## config.mk

```make
export PLATFORM = sky130hd
export DESIGN_NAME = epoch_to_calendar_date_core
export DESIGN_NICKNAME = d
export VERILOG_FILES = /design/src/hdl/epcal_pkg.sv /design/src/hdl/epoch_to_calendar_date_core.sv
export SDC_FILE = /design/constraint.sdc
export NUM_CORES = 2
export LEC_CHECK = 0
export ABC_AREA = 1
export BUFFER_PORTS_ARGS = -buffer_cell sky130_fd_sc_hd__buf_2
export CORE_MARGIN = 8
export CORE_UTILIZATION = 65
export DETAILED_ROUTE_END_ITERATION = 8
export PLACE_DENSITY = 0.82
export REMOVE_ABC_BUFFERS = 1
export SETUP_SLACK_MARGIN = 0.1
export SYNTH_ARGS = -nofsm -noshare
export SYNTH_HDL_FRONTEND = slang
export SYNTH_SLANG_ARGS = --single-unit
```

## constraint.sdc

```tcl
create_clock -name clk -period 55.7 [get_ports clk]
set_input_delay 16.71 -clock clk [delete_from_list [all_inputs] [get_ports clk]]
set_output_delay 16.71 -clock clk [all_outputs]
set_load 0.05 [all_outputs]
```

## src/hdl/epcal_pkg.sv

```systemverilog
// Shared types and constants of the epoch to calendar date converter.
// Holds the word layouts of both channels, the day-cycle divisors with their
// reciprocals, and the cumulative month tables. Depends on nothing.
package epcal_pkg;

	typedef struct packed {
		logic signed [38:0] epoch_seconds;
		logic               use_local;
	} time_word_t;

	typedef struct packed {
		logic [13:0] calendar_year;
		logic [8:0]  day_of_year;
		logic [3:0]  month_index;
		logic [4:0]  day_of_month;
		logic [2:0]  weekday;
		logic [4:0]  hour_of_day;
		logic [5:0]  minute_of_hour;
		logic [5:0]  second_of_minute;
		logic        range_error;
	} date_word_t;

	localparam logic signed [39:0] SECS_1601_TO_1970 = 40'sd11644473600;
	localparam logic signed [39:0] SECS_LAST_1970    = 40'sd253402300799;

	// 86400 = 675 << 7
	localparam logic [9:0]  DAY_ODD    = 10'd675;
	localparam logic [31:0] RCP_DAY    = 32'(((64'd1 << 41) + 64'd674) / 64'd675);

	localparam logic [17:0] DAYS_400Y  = 18'd146097;
	localparam logic [22:0] RCP_400Y   = 23'(((64'd1 << 40) + 64'd146096) / 64'd146097);
	localparam logic [15:0] DAYS_100Y  = 16'd36524;
	localparam logic [18:0] RCP_100Y   = 19'(((64'd1 << 34) + 64'd36523) / 64'd36524);
	localparam logic [10:0] DAYS_4Y    = 11'd1461;
	localparam logic [16:0] RCP_4Y     = 17'(((64'd1 << 27) + 64'd1460) / 64'd1461);
	localparam logic [8:0]  DAYS_1Y    = 9'd365;
	localparam logic [11:0] RCP_1Y     = 12'(((64'd1 << 20) + 64'd364) / 64'd365);

	localparam logic [2:0]  WEEK_LEN   = 3'd7;
	localparam logic [22:0] RCP_WEEK   = 23'(((64'd1 << 25) + 64'd6) / 64'd7);
	localparam logic [5:0]  SIXTY      = 6'd60;
	localparam logic [17:0] RCP_60_SEC = 18'(((64'd1 << 23) + 64'd59) / 64'd60);
	localparam logic [11:0] RCP_60_MIN = 12'(((64'd1 << 17) + 64'd59) / 64'd60);

	localparam logic [2:0]  CENT_MAX   = 3'd3;
	localparam logic [5:0]  QUAD_MAX   = 6'd24;
	localparam logic [2:0]  YEAR_MAX   = 3'd3;
	localparam logic [13:0] YEAR_BASE  = 14'd1601;

	localparam logic [8:0] CUM_DAYS_COMMON [13] =
		'{9'd0, 9'd31, 9'd59, 9'd90, 9'd120, 9'd151, 9'd181,
		  9'd212, 9'd243, 9'd273, 9'd304, 9'd334, 9'd365};
	localparam logic [8:0] CUM_DAYS_LEAP [13] =
		'{9'd0, 9'd31, 9'd60, 9'd91, 9'd121, 9'd152, 9'd182,
		  9'd213, 9'd244, 9'd274, 9'd305, 9'd335, 9'd366};

	function automatic logic [8:0] cum_days(input logic leap, input logic [3:0] idx);
		logic [8:0] res;
		res = 9'd0;
		if (idx <= 4'd12) begin
			res = leap ? CUM_DAYS_LEAP[idx] : CUM_DAYS_COMMON[idx];
		end
		return res;
	endfunction

endpackage

```

## src/hdl/epoch_to_calendar_date_core.sv

```systemverilog
// Top level of the epoch to calendar date converter: a 13-stage pipeline with
// an output register and a one-word skid stage. Uses epcal_pkg.
// Throughput: one word per cycle while time_stall is low; each division is a reciprocal multiply stage
// followed by a remainder stage, and the output skid stage sets the stall path.
// Reset: arst_n clears all valid bits and the zone offset to zero.
module epoch_to_calendar_date_core import epcal_pkg::*; (
	input  logic                clk,
	input  logic                arst_n,
	input  logic                time_valid,
	output logic                time_stall,
	input  time_word_t          time_word,
	output logic                date_valid,
	input  logic                date_stall,
	output date_word_t          date_word,
	input  logic                zone_valid,
	output logic                zone_ready,
	input  logic signed [17:0]  zone_offset_seconds
);

	typedef struct packed {
		logic [4:0] hour;
		logic [5:0] minute;
		logic [5:0] second;
		logic [2:0] wday;
	} tod_t;

	logic signed [17:0] zone_offset_q;
	logic en;

	logic vld_s1, vld_s2, vld_s3, vld_s4, vld_s5, vld_s6, vld_s7;
	logic vld_s8, vld_s9, vld_s10, vld_s11, vld_s12, vld_s13;
	logic err_s2, err_s3, err_s4, err_s5, err_s6, err_s7;
	logic err_s8, err_s9, err_s10, err_s11, err_s12, err_s13;

	logic signed [39:0] t_s1;
	logic [37:0] sec_s2, sec_s3;
	logic [21:0] qd_s3;
	logic [21:0] days_s4, days_s5, d1_s5;
	logic [16:0] secday_s4, secday_s5;
	logic [4:0]  q400_s5;
	logic [19:0] q7_s5;
	logic [10:0] mt_s5, mt_s6, mt_s7;
	logic [17:0] r400_s6, r400_s7;
	logic [2:0]  wday_s6, wday_s7;
	logic [5:0]  sec_s6, sec_s7;
	logic [13:0] yoff_s6, yoff_s7, yoff_s8, yoff_s9, yoff_s10, yoff_s11;
	logic [2:0]  c100_s7;
	logic [4:0]  hour_s7;
	logic [15:0] r100_s8, r100_s9;
	tod_t        tod_s8, tod_s9, tod_s10, tod_s11, tod_s12, tod_s13;
	logic        cen3_s8, cen3_s9, cen3_s10, cen3_s11;
	logic [5:0]  q4_s9;
	logic [10:0] r4_s10, r4_s11;
	logic        q4top_s10, q4top_s11;
	logic [2:0]  y1_s11;
	logic [8:0]  yday_s12, yday_s13;
	logic [13:0] year_s12, year_s13;
	logic        leap_s12, leap_s13;
	logic [3:0]  month_s13;

	logic [62:0] day_prod;
	logic [30:0] qd_mul;
	logic [30:0] rem_day;
	logic [44:0] p400, p7;
	logic [34:0] p60;
	logic [21:0] d1;
	logic [21:0] m400, m7;
	logic [16:0] m60;
	logic [36:0] p100;
	logic [22:0] phr;
	logic [1:0]  c100c;
	logic [17:0] m100;
	logic [10:0] mhr;
	logic [32:0] p4;
	logic [4:0]  q4c;
	logic [15:0] m4;
	logic [22:0] p1;
	logic [1:0]  y1c;
	logic [10:0] m1;
	logic [3:0]  month_c;
	logic [8:0]  base_c;
	date_word_t  pipe_word;
	logic        pipe_out_vld;

	logic       out_vld_q, skid_vld_q;
	date_word_t date_q, skid_q;

	assign zone_ready = 1'b1;

	always_ff @(posedge clk or negedge arst_n) begin
		if (!arst_n) begin
			zone_offset_q <= '0;
		end else if (zone_valid) begin
			zone_offset_q <= zone_offset_seconds;
		end
	end

	assign en         = !skid_vld_q;
	assign time_stall = skid_vld_q;

	assign day_prod = {32'd0, sec_s2[37:7]} * {31'd0, RCP_DAY};
	assign qd_mul   = {9'd0, qd_s3} * {21'd0, DAY_ODD};
	assign rem_day  = sec_s3[37:7] - qd_mul;

	assign d1   = days_s4 + 22'd1;
	assign p400 = {23'd0, days_s4} * {22'd0, RCP_400Y};
	assign p7   = {23'd0, d1} * {22'd0, RCP_WEEK};
	assign p60  = {18'd0, secday_s4} * {17'd0, RCP_60_SEC};

	assign m400 = {17'd0, q400_s5} * {4'd0, DAYS_400Y};
	assign m7   = {2'd0, q7_s5} * {19'd0, WEEK_LEN};
	assign m60  = {6'd0, mt_s5} * {11'd0, SIXTY};

	assign p100 = {19'd0, r400_s6} * {18'd0, RCP_100Y};
	assign phr  = {12'd0, mt_s6} * {11'd0, RCP_60_MIN};

	assign c100c = (c100_s7 > CENT_MAX) ? CENT_MAX[1:0] : c100_s7[1:0];
	assign m100  = {16'd0, c100c} * {2'd0, DAYS_100Y};
	assign mhr   = {6'd0, hour_s7} * {5'd0, SIXTY};

	assign p4 = {17'd0, r100_s8} * {16'd0, RCP_4Y};

	assign q4c = (q4_s9 > QUAD_MAX) ? QUAD_MAX[4:0] : q4_s9[4:0];
	assign m4  = {11'd0, q4c} * {5'd0, DAYS_4Y};

	assign p1 = {12'd0, r4_s10} * {11'd0, RCP_1Y};

	assign y1c = (y1_s11 > YEAR_MAX) ? YEAR_MAX[1:0] : y1_s11[1:0];
	assign m1  = {9'd0, y1c} * {2'd0, DAYS_1Y};

	always_comb begin
		month_c = 4'd11;
		for (int j = 10; j >= 0; j--) begin
			if (yday_s12 < cum_days(leap_s12, 4'(j + 1))) begin
				month_c = 4'(j);
			end
		end
	end

	always_ff @(posedge clk or negedge arst_n) begin
		if (!arst_n) begin
			vld_s1  <= 1'b0;
			vld_s2  <= 1'b0;
			vld_s3  <= 1'b0;
			vld_s4  <= 1'b0;
			vld_s5  <= 1'b0;
			vld_s6  <= 1'b0;
			vld_s7  <= 1'b0;
			vld_s8  <= 1'b0;
			vld_s9  <= 1'b0;
			vld_s10 <= 1'b0;
			vld_s11 <= 1'b0;
			vld_s12 <= 1'b0;
			vld_s13 <= 1'b0;
		end else if (en) begin
			vld_s1  <= time_valid;
			vld_s2  <= vld_s1;
			vld_s3  <= vld_s2;
			vld_s4  <= vld_s3;
			vld_s5  <= vld_s4;
			vld_s6  <= vld_s5;
			vld_s7  <= vld_s6;
			vld_s8  <= vld_s7;
			vld_s9  <= vld_s8;
			vld_s10 <= vld_s9;
			vld_s11 <= vld_s10;
			vld_s12 <= vld_s11;
			vld_s13 <= vld_s12;
		end
	end

	always_ff @(posedge clk) begin
		if (en) begin
			// apply zone offset
			t_s1 <= {time_word.epoch_seconds[38], time_word.epoch_seconds} -
				(time_word.use_local ? {{22{zone_offset_q[17]}}, zone_offset_q} : 40'd0);

			// rebase to 1601, flag range
			err_s2 <= (t_s1 < -SECS_1601_TO_1970) || (t_s1 > SECS_LAST_1970);
			sec_s2 <= 38'(t_s1 + SECS_1601_TO_1970);

			// split into days and seconds of day
			err_s3 <= err_s2;
			sec_s3 <= sec_s2;
			qd_s3  <= day_prod[62:41];

			err_s4    <= err_s3;
			days_s4   <= qd_s3;
			secday_s4 <= {rem_day[9:0], sec_s3[6:0]};

			err_s5    <= err_s4;
			q400_s5   <= p400[44:40];
			q7_s5     <= p7[44:25];
			d1_s5     <= d1;
			mt_s5     <= p60[33:23];
			days_s5   <= days_s4;
			secday_s5 <= secday_s4;

			err_s6  <= err_s5;
			r400_s6 <= 18'(days_s5 - m400);
			wday_s6 <= 3'(d1_s5 - m7);
			sec_s6  <= 6'(secday_s5 - m60);
			mt_s6   <= mt_s5;
			yoff_s6 <= {9'd0, q400_s5} * 14'd400;

			err_s7  <= err_s6;
			c100_s7 <= p100[36:34];
			hour_s7 <= phr[21:17];
			r400_s7 <= r400_s6;
			wday_s7 <= wday_s6;
			sec_s7  <= sec_s6;
			mt_s7   <= mt_s6;
			yoff_s7 <= yoff_s6;

			// cap century, finish time of day
			err_s8         <= err_s7;
			r100_s8        <= 16'(r400_s7 - m100);
			tod_s8.hour    <= hour_s7;
			tod_s8.minute  <= 6'(mt_s7 - mhr);
			tod_s8.second  <= sec_s7;
			tod_s8.wday    <= wday_s7;
			yoff_s8        <= yoff_s7 + {12'd0, c100c} * 14'd100;
			cen3_s8        <= (c100c == CENT_MAX[1:0]);

			err_s9  <= err_s8;
			q4_s9   <= p4[32:27];
			r100_s9 <= r100_s8;
			tod_s9  <= tod_s8;
			yoff_s9 <= yoff_s8;
			cen3_s9 <= cen3_s8;

			// cap quad
			err_s10   <= err_s9;
			r4_s10    <= 11'(r100_s9 - m4);
			q4top_s10 <= (q4c == QUAD_MAX[4:0]);
			tod_s10   <= tod_s9;
			yoff_s10  <= yoff_s9 + {7'd0, q4c, 2'b00};
			cen3_s10  <= cen3_s9;

			err_s11   <= err_s10;
			y1_s11    <= p1[22:20];
			r4_s11    <= r4_s10;
			q4top_s11 <= q4top_s10;
			tod_s11   <= tod_s10;
			yoff_s11  <= yoff_s10;
			cen3_s11  <= cen3_s10;

			// cap year, form year and leap flag
			err_s12  <= err_s11;
			yday_s12 <= 9'(r4_s11 - m1);
			year_s12 <= YEAR_BASE + yoff_s11 + {12'd0, y1c};
			leap_s12 <= (y1c == YEAR_MAX[1:0]) && (!q4top_s11 || cen3_s11);
			tod_s12  <= tod_s11;

			err_s13   <= err_s12;
			month_s13 <= month_c;
			yday_s13  <= yday_s12;
			year_s13  <= year_s12;
			leap_s13  <= leap_s12;
			tod_s13   <= tod_s12;
		end
	end

	assign base_c = cum_days(leap_s13, month_s13);

	always_comb begin
		pipe_word = '0;
		pipe_word.range_error = err_s13;
		if (!err_s13) begin
			pipe_word.calendar_year    = year_s13;
			pipe_word.day_of_year      = yday_s13;
			pipe_word.month_index      = month_s13;
			pipe_word.day_of_month     = 5'(yday_s13 - base_c + 9'd1);
			pipe_word.weekday          = tod_s13.wday;
			pipe_word.hour_of_day      = tod_s13.hour;
			pipe_word.minute_of_hour   = tod_s13.minute;
			pipe_word.second_of_minute = tod_s13.second;
		end
	end

	assign pipe_out_vld = vld_s13 && en;

	always_ff @(posedge clk or negedge arst_n) begin
		if (!arst_n) begin
			out_vld_q  <= 1'b0;
			skid_vld_q <= 1'b0;
		end else if (!out_vld_q || !date_stall) begin
			if (skid_vld_q) begin
				out_vld_q  <= 1'b1;
				skid_vld_q <= 1'b0;
			end else begin
				out_vld_q <= pipe_out_vld;
			end
		end else if (pipe_out_vld) begin
			skid_vld_q <= 1'b1;
		end
	end

	always_ff @(posedge clk) begin
		if (!out_vld_q || !date_stall) begin
			date_q <= skid_vld_q ? skid_q : pipe_word;
		end else if (pipe_out_vld) begin
			skid_q <= pipe_word;
		end
	end

	assign date_valid = out_vld_q;
	assign date_word  = date_q;

	a_skid_behind_out: assert property (@(posedge clk) disable iff (!arst_n)
		skid_vld_q |-> out_vld_q)
		else $error("skid word held without output word");

	a_error_zero: assert property (@(posedge clk) disable iff (!arst_n)
		(date_valid && date_word.range_error) |->
		(date_word.calendar_year == 14'd0 && date_word.day_of_year == 9'd0 &&
		 date_word.month_index == 4'd0 && date_word.day_of_month == 5'd0 &&
		 date_word.weekday == 3'd0 && date_word.hour_of_day == 5'd0 &&
		 date_word.minute_of_hour == 6'd0 && date_word.second_of_minute == 6'd0))
		else $error("range error word with nonzero fields");

	a_date_sane: assert property (@(posedge clk) disable iff (!arst_n)
		(date_valid && !date_word.range_error) |->
		(date_word.calendar_year >= 14'd1601 && date_word.calendar_year <= 14'd9999 &&
		 date_word.month_index <= 4'd11 && date_word.day_of_month >= 5'd1 &&
		 date_word.weekday <= 3'd6 && date_word.hour_of_day <= 5'd23 &&
		 date_word.minute_of_hour <= 6'd59 && date_word.second_of_minute <= 6'd59))
		else $error("date word field out of range");

endmodule

```

### Word-level counts from Yosys, hierarchy flattened

Memories as Yosys holds them, arrays and structs flattened.
Cells that the tools add are included.

* output and inout port bits: 56
* memories: 2
* memory bits (read-only): 288
* RAM bits: 0
* register bits: 757
* bits in latches: 0
* logic and storage cells: 229

Memories
* (no name shown): depth 16, width 9, read ports 1, clocked after Yosys merged registers in 0, wr ports 0, RTL line epcal_pkg.sv:61 `res = leap ? CUM_DAYS_LEAP[idx] : CUM_DAYS_COMMON[idx];`
* (no name shown): depth 16, width 9, read ports 1, clocked after Yosys merged registers in 0, wr ports 0, RTL line epcal_pkg.sv:61

* shift-type cells: 0
* equal/unequal tests: 3
* order comparisons: 18
* $mul: 18
* divide/modulo/power cells: 0
* reduce and logical (&&, ||, !) cells: 14
* mux-type cells: 35
* add/sub/neg operators: 17
* bitwise logic cells: 2

Operators by type and width (number)
* $mul A31 B32 Y63 const B: 1
* $mux W53: 1
* $mux W52: 1
* $mul A22 B23 Y45 const B: 1
* $mul A22 B22 Y44 const B: 1
* $gt A40 B39 Y1 const B: 1
* $lt A40 B35 Y1 const B: 1
* $mux W40: 1
* $sub A40 B40 Y40: 1
* $add A38 B35 Y38 const B: 1
* $mul A18 B19 Y37 const B: 1
* $lt A9 B8 Y1: 4
* $mux W5: 7
* $mul A17 B18 Y34 const B: 1
* $mul A16 B15 Y31 const B: 1
* $lt A9 B9 Y1: 3
* $mul A11 B12 Y23 const B: 1
* $add A22 B1 Y22 const B: 1
* $mul A11 B12 Y22 const B: 1
* $mul A22 B10 Y10 const B: 1
* $mul A20 B3 Y3 const B: 1
* $lt A9 B7 Y1: 2
* $mul A5 B18 Y18 const B: 1
* $mux W3: 6
* 41 further kinds: 66

### Longest topological paths before layout

* depth after elaboration: 12
* gate-level depth with buffers: 32

### Worst setup path before layout

OpenSTA, ideal clock, no wires.

* kind: input -> register
* from: input port date_stall
* to: register skid_q[0] (netlist name) (enable)
* buffers on the path: 0
* setup slack: 34.925 ns
* required time: 55.236 ns
* cell stages on the path: 2
* library setup time: 0.464 ns
* arrival time: 20.312 ns
* path through: nand2_1 -> nor2_1

* cells in the longest elaborated chain, start to end: 4

RTL lines
* start, declared: RTL line epoch_to_calendar_date_core.sv:13 `input logic date_stall,`
* $logic_not A1 Y1: RTL line epoch_to_calendar_date_core.sv:300 `if (!out_vld_q || !date_stall) begin`
* $logic_or A1 B1 Y1: RTL line epoch_to_calendar_date_core.sv:300
* $not A1 Y1 (no line)
* $reduce_and A2 Y1 (no line)
* end signal, assigned: RTL line epoch_to_calendar_date_core.sv:303 `skid_q <= pipe_word;`
* end, declared: RTL line epoch_to_calendar_date_core.sv:86 `date_word_t date_q, skid_q;`

No other way between the ends.
A chain may end at the register's enable or synchronous reset.

### Worst setup path after layout

* from: input port time_word[0] (netlist name)
* to: register t_s1[36] (data pin)

* cells in the longest elaborated chain, start to end: 2

RTL lines
* start, declared: RTL line epoch_to_calendar_date_core.sv:11 `input time_word_t time_word,`
* $mux W40: RTL line epoch_to_calendar_date_core.sv:176 `(time_word.use_local ? {{22{zone_offset_q[17]}}, zone_offset_q} : 40'd0);`
* $sub A40 B40 Y40: RTL line epoch_to_calendar_date_core.sv:175 `t_s1 <= {time_word.epoch_seconds[38], time_word.epoch_seconds} -`
* end signal, assigned: RTL line epoch_to_calendar_date_core.sv:175
* end, declared: RTL line epoch_to_calendar_date_core.sv:35 `logic signed [39:0] t_s1;`

No other way between the ends.

==> results_dict.tcl <==
set metrics [dict create \
    drv_slew 0 \
    htreeDepth 3 \
    cts.sinks 732 \
    synth_top_area_share_pct 26.0 \
    synth_top_cell_by_area "edfxtp_1" \
    wl_mm 190 \
    grt_pass1_vias 59100 \
    grt_pass1_wl_mm 308 \
    num_rows 129 \
    gp_congestion 1.02 \
    finalHoldViolations 0 \
    antenna_cells 0 \
    start_util_pct 65.3 \
    clk_pin_slew_ns 0.06 \
    cp_cell_sequence "buf_2 -> nand2_1 -> ha_1 -> nand2_1 -> nor2_1 -> inv_1 -> nor3_1 -> nand3_1 -> nand3_1 -> xor2_1" \
    ys_ff_latch 732 \
    critical_path.startpoint_type "input port" \
    hold_buffers 0 \
    critical_path_required_ns 56.10 \
    synthTopCellsByArea "edfxtp_1, ha_1, fa_1" \
    fin_crit_sh_pct 34.4 \
    finalSetupViolCount 0 \
    io_pins 119 \
    critPathCaptureType "register" \
    viasPerCell 5.56 \
    worst_pin_slew_ns 1.02 \
    syn_area_um2 80700 \
    first_iter_violations 4289 \
    cpPeakStageDelay_ns 0.70 \
    status "finished clean" \
    post_cts.resized_instances 0 \
    clockBufferDepth 3 \
    ys.flop_type "edfxtp_1" \
    port_buffers 117 \
    rsz0062_at_grt "false" \
    synth-edff-count 699 \
    fp.dieW_um 368 \
    cap_viol_max_count 0 \
    syn_to_final_growth_pct 6.87 \
    grt_antenna_before_repair 5 \
    numCtsBuffers 81 \
    hold_class "register to register" \
    fmax_mhz 52.3 \
    vias 55700 \
    grt_max_degree 162 \
    grt_overflow_total 0 \
    worstPathArrival_ns 19.54 \
    period_needed_ns 19.14 \
    grt_usage_pct 28.4 \
    synthArstFlopShare_pct 4.51 \
    route.detailed.drc 0 \
    cp_slowest_cell "ha_1" \
    clock_latency_ns 0.72 \
    critPathKind "input port to register" \
    crit_family "simple AND/OR/NAND/NOR gates" \
    ys_warn_count 0 \
    syn-instance-count 8123 \
    hold-worst-slack_ns 0.381 \
    die_h_um 368 \
    ant_nets 0 \
    avgSynthCellArea_um2 9.93 \
    routedWlPerCell_um 19.0 \
    core_area_um2 123000 \
    first_pass_iters 6 \
    hpwl_mm 161 \
    nets 10700 \
    ys_seq_area_share_pct 27.0 \
    crit_buf_inv 2 \
    fin_tns_setup_ns 0 \
    cts_setup_buffers 0 \
    cts_tree "built" \
    finClkSkew_ns 0.0670 \
    final_layout_size_suffix_gt1_share_pct 4.38 \
    relSlewSlack_pct 32.0 \
    yosysUniqueCellTypes 65 \
    cts_root_buffer "clkbuf_16" \
    dieArea_um2 136000 \
    worst-path-max-fanout 22 \
]
==> area by class of cell <==
cell class	instances	area, um^2
Clock inverter	66	820
Fill cell	9106	37300
Multi-Input combinational cell	5318	51100
Sequential cell	732	21800
Tap cell	1637	2050
Clock buffer	86	2050
Inverter	2042	7670
Timing Repair Buffer	135	733
==> flip-flops by register name, summed over array words and instances, names as in the netlist, 18 cells and up <==
| register | cells |
|---|---|
| days_s5 | 18 |
| skid_q | 53 |
| tod_s12 | 20 |
| tod_s10 | 20 |
| qd_s3 | 22 |
| tod_s9 | 20 |
| tod_s8 | 20 |
| zone_offset_q | 18 |
| days_s4 | 22 |
| date_word | 53 |
| tod_s11 | 20 |
| t_s1 | 40 |
| r400_s6 | 18 |
| sec_s2 | 38 |
| tod_s13 | 20 |
==> worst reg2reg max path: cells and delay by family (launching register included) <==
family                     cells  cell delay [ns]
AOI/OAI and AO/OA              1             0.17
DFF                            1             0.92
and+or+nand+nor               12             1.59
xor gates and xnor gates       1             0.39
buffers and inverters          5             0.46
adders and majority gates      9             4.01
==> cells in the mapped netlist, drive strengths merged, types with 7 or more instances <==
master / instances
nor2: 469
o21ai: 233
nor3: 67
mux2: 19
xor2: 177
o21bai: 32
nand2: 1049
edfxtp: 699
nor4: 31
o21a: 20
xnor2: 81
a21boi: 17
inv: 2039
or2: 9
a21o: 37
o31ai: 7
nand3: 214
ha: 1462
a31oi: 25
a211oi: 8
clkbuf: 26
a21oi: 358
nand4: 56
dfrtp: 33
fa: 897
o211ai: 17
and3: 9
==> layout by cell type, fill, tap and decap left out, types with 32 or more instances in the layout <==
cell type / n
edfxtp_1: 699
nand4_1: 55
o21ai_0: 209
a21o_1: 37
fa_1: 897
nand3_1: 209
a21oi_1: 357
inv_1: 2023
o21bai_1: 32
xnor2_1: 81
ha_1: 1462
clkbuf_16: 81
buf_2: 117
nand2_1: 1034
nor3_1: 66
nor2_1: 455
xor2_1: 176
dfrtp_1: 32
==> per-layer routing <==
metal  share of wire (%)  GRT usage (%)
met5               0.014              0
met4                 3.6           9.67
met1                  42           37.8
met2                  47           47.6
met3                 6.8           4.51
==> final timing paths <==
check | cells past startpoint | slack [ns] | startpoint | end
worst max register to register | 28 | 47.93 | days_s4[0] | q7_s5[1]
worst min-delay path | 0 | 0.38 | err_s6 | err_s7
min in group asynchronous | 1 | 16.13 | arst_n | zone_offset_q[12]
worst max-delay path | 10 | 36.56 | time_word[0] | t_s1[36]
worst min register to register | 0 | 0.38 | err_s6 | err_s7
max in group asynchronous | 1 | 38.87 | arst_n | time_stall
==> cell families after synthesis <==
group                    count (synthesis)  share of synthesized area, %
adder cells (fa/ha/maj)               2359                          44.9
buffers and inverters                 2073                          9.66
AND/OR/NAND/NOR                       1913                          9.91
AO/OA/AOI/OAI                          768                          5.37
flip-flops                             732                          27.0
XOR/XNOR                               258                          2.81
multiplexers                            19                         0.265
other                                    1                       0.00465
==> stage by stage <==
step | cell area, um^2 | cells | utilization (%) | setup slack [ns]
final | 86200 | 10000 | 69.8 | 36.56
after global routing | 86200 | 10000 | 69.8 | 36.30
after CTS | 86200 | 10000 | 69.8 | 36.62
after detailed placement | 83300 | 9864 | 67.5 | 35.85
after global placement | 83300 | 9864 | 67.5 | 35.82
after floorplan | 80500 | 8092 | - | 34.93
Power is left out: the tool's default activity adds up to more than one toggle a clock period on the data nets, which glitch-free logic cannot reach.
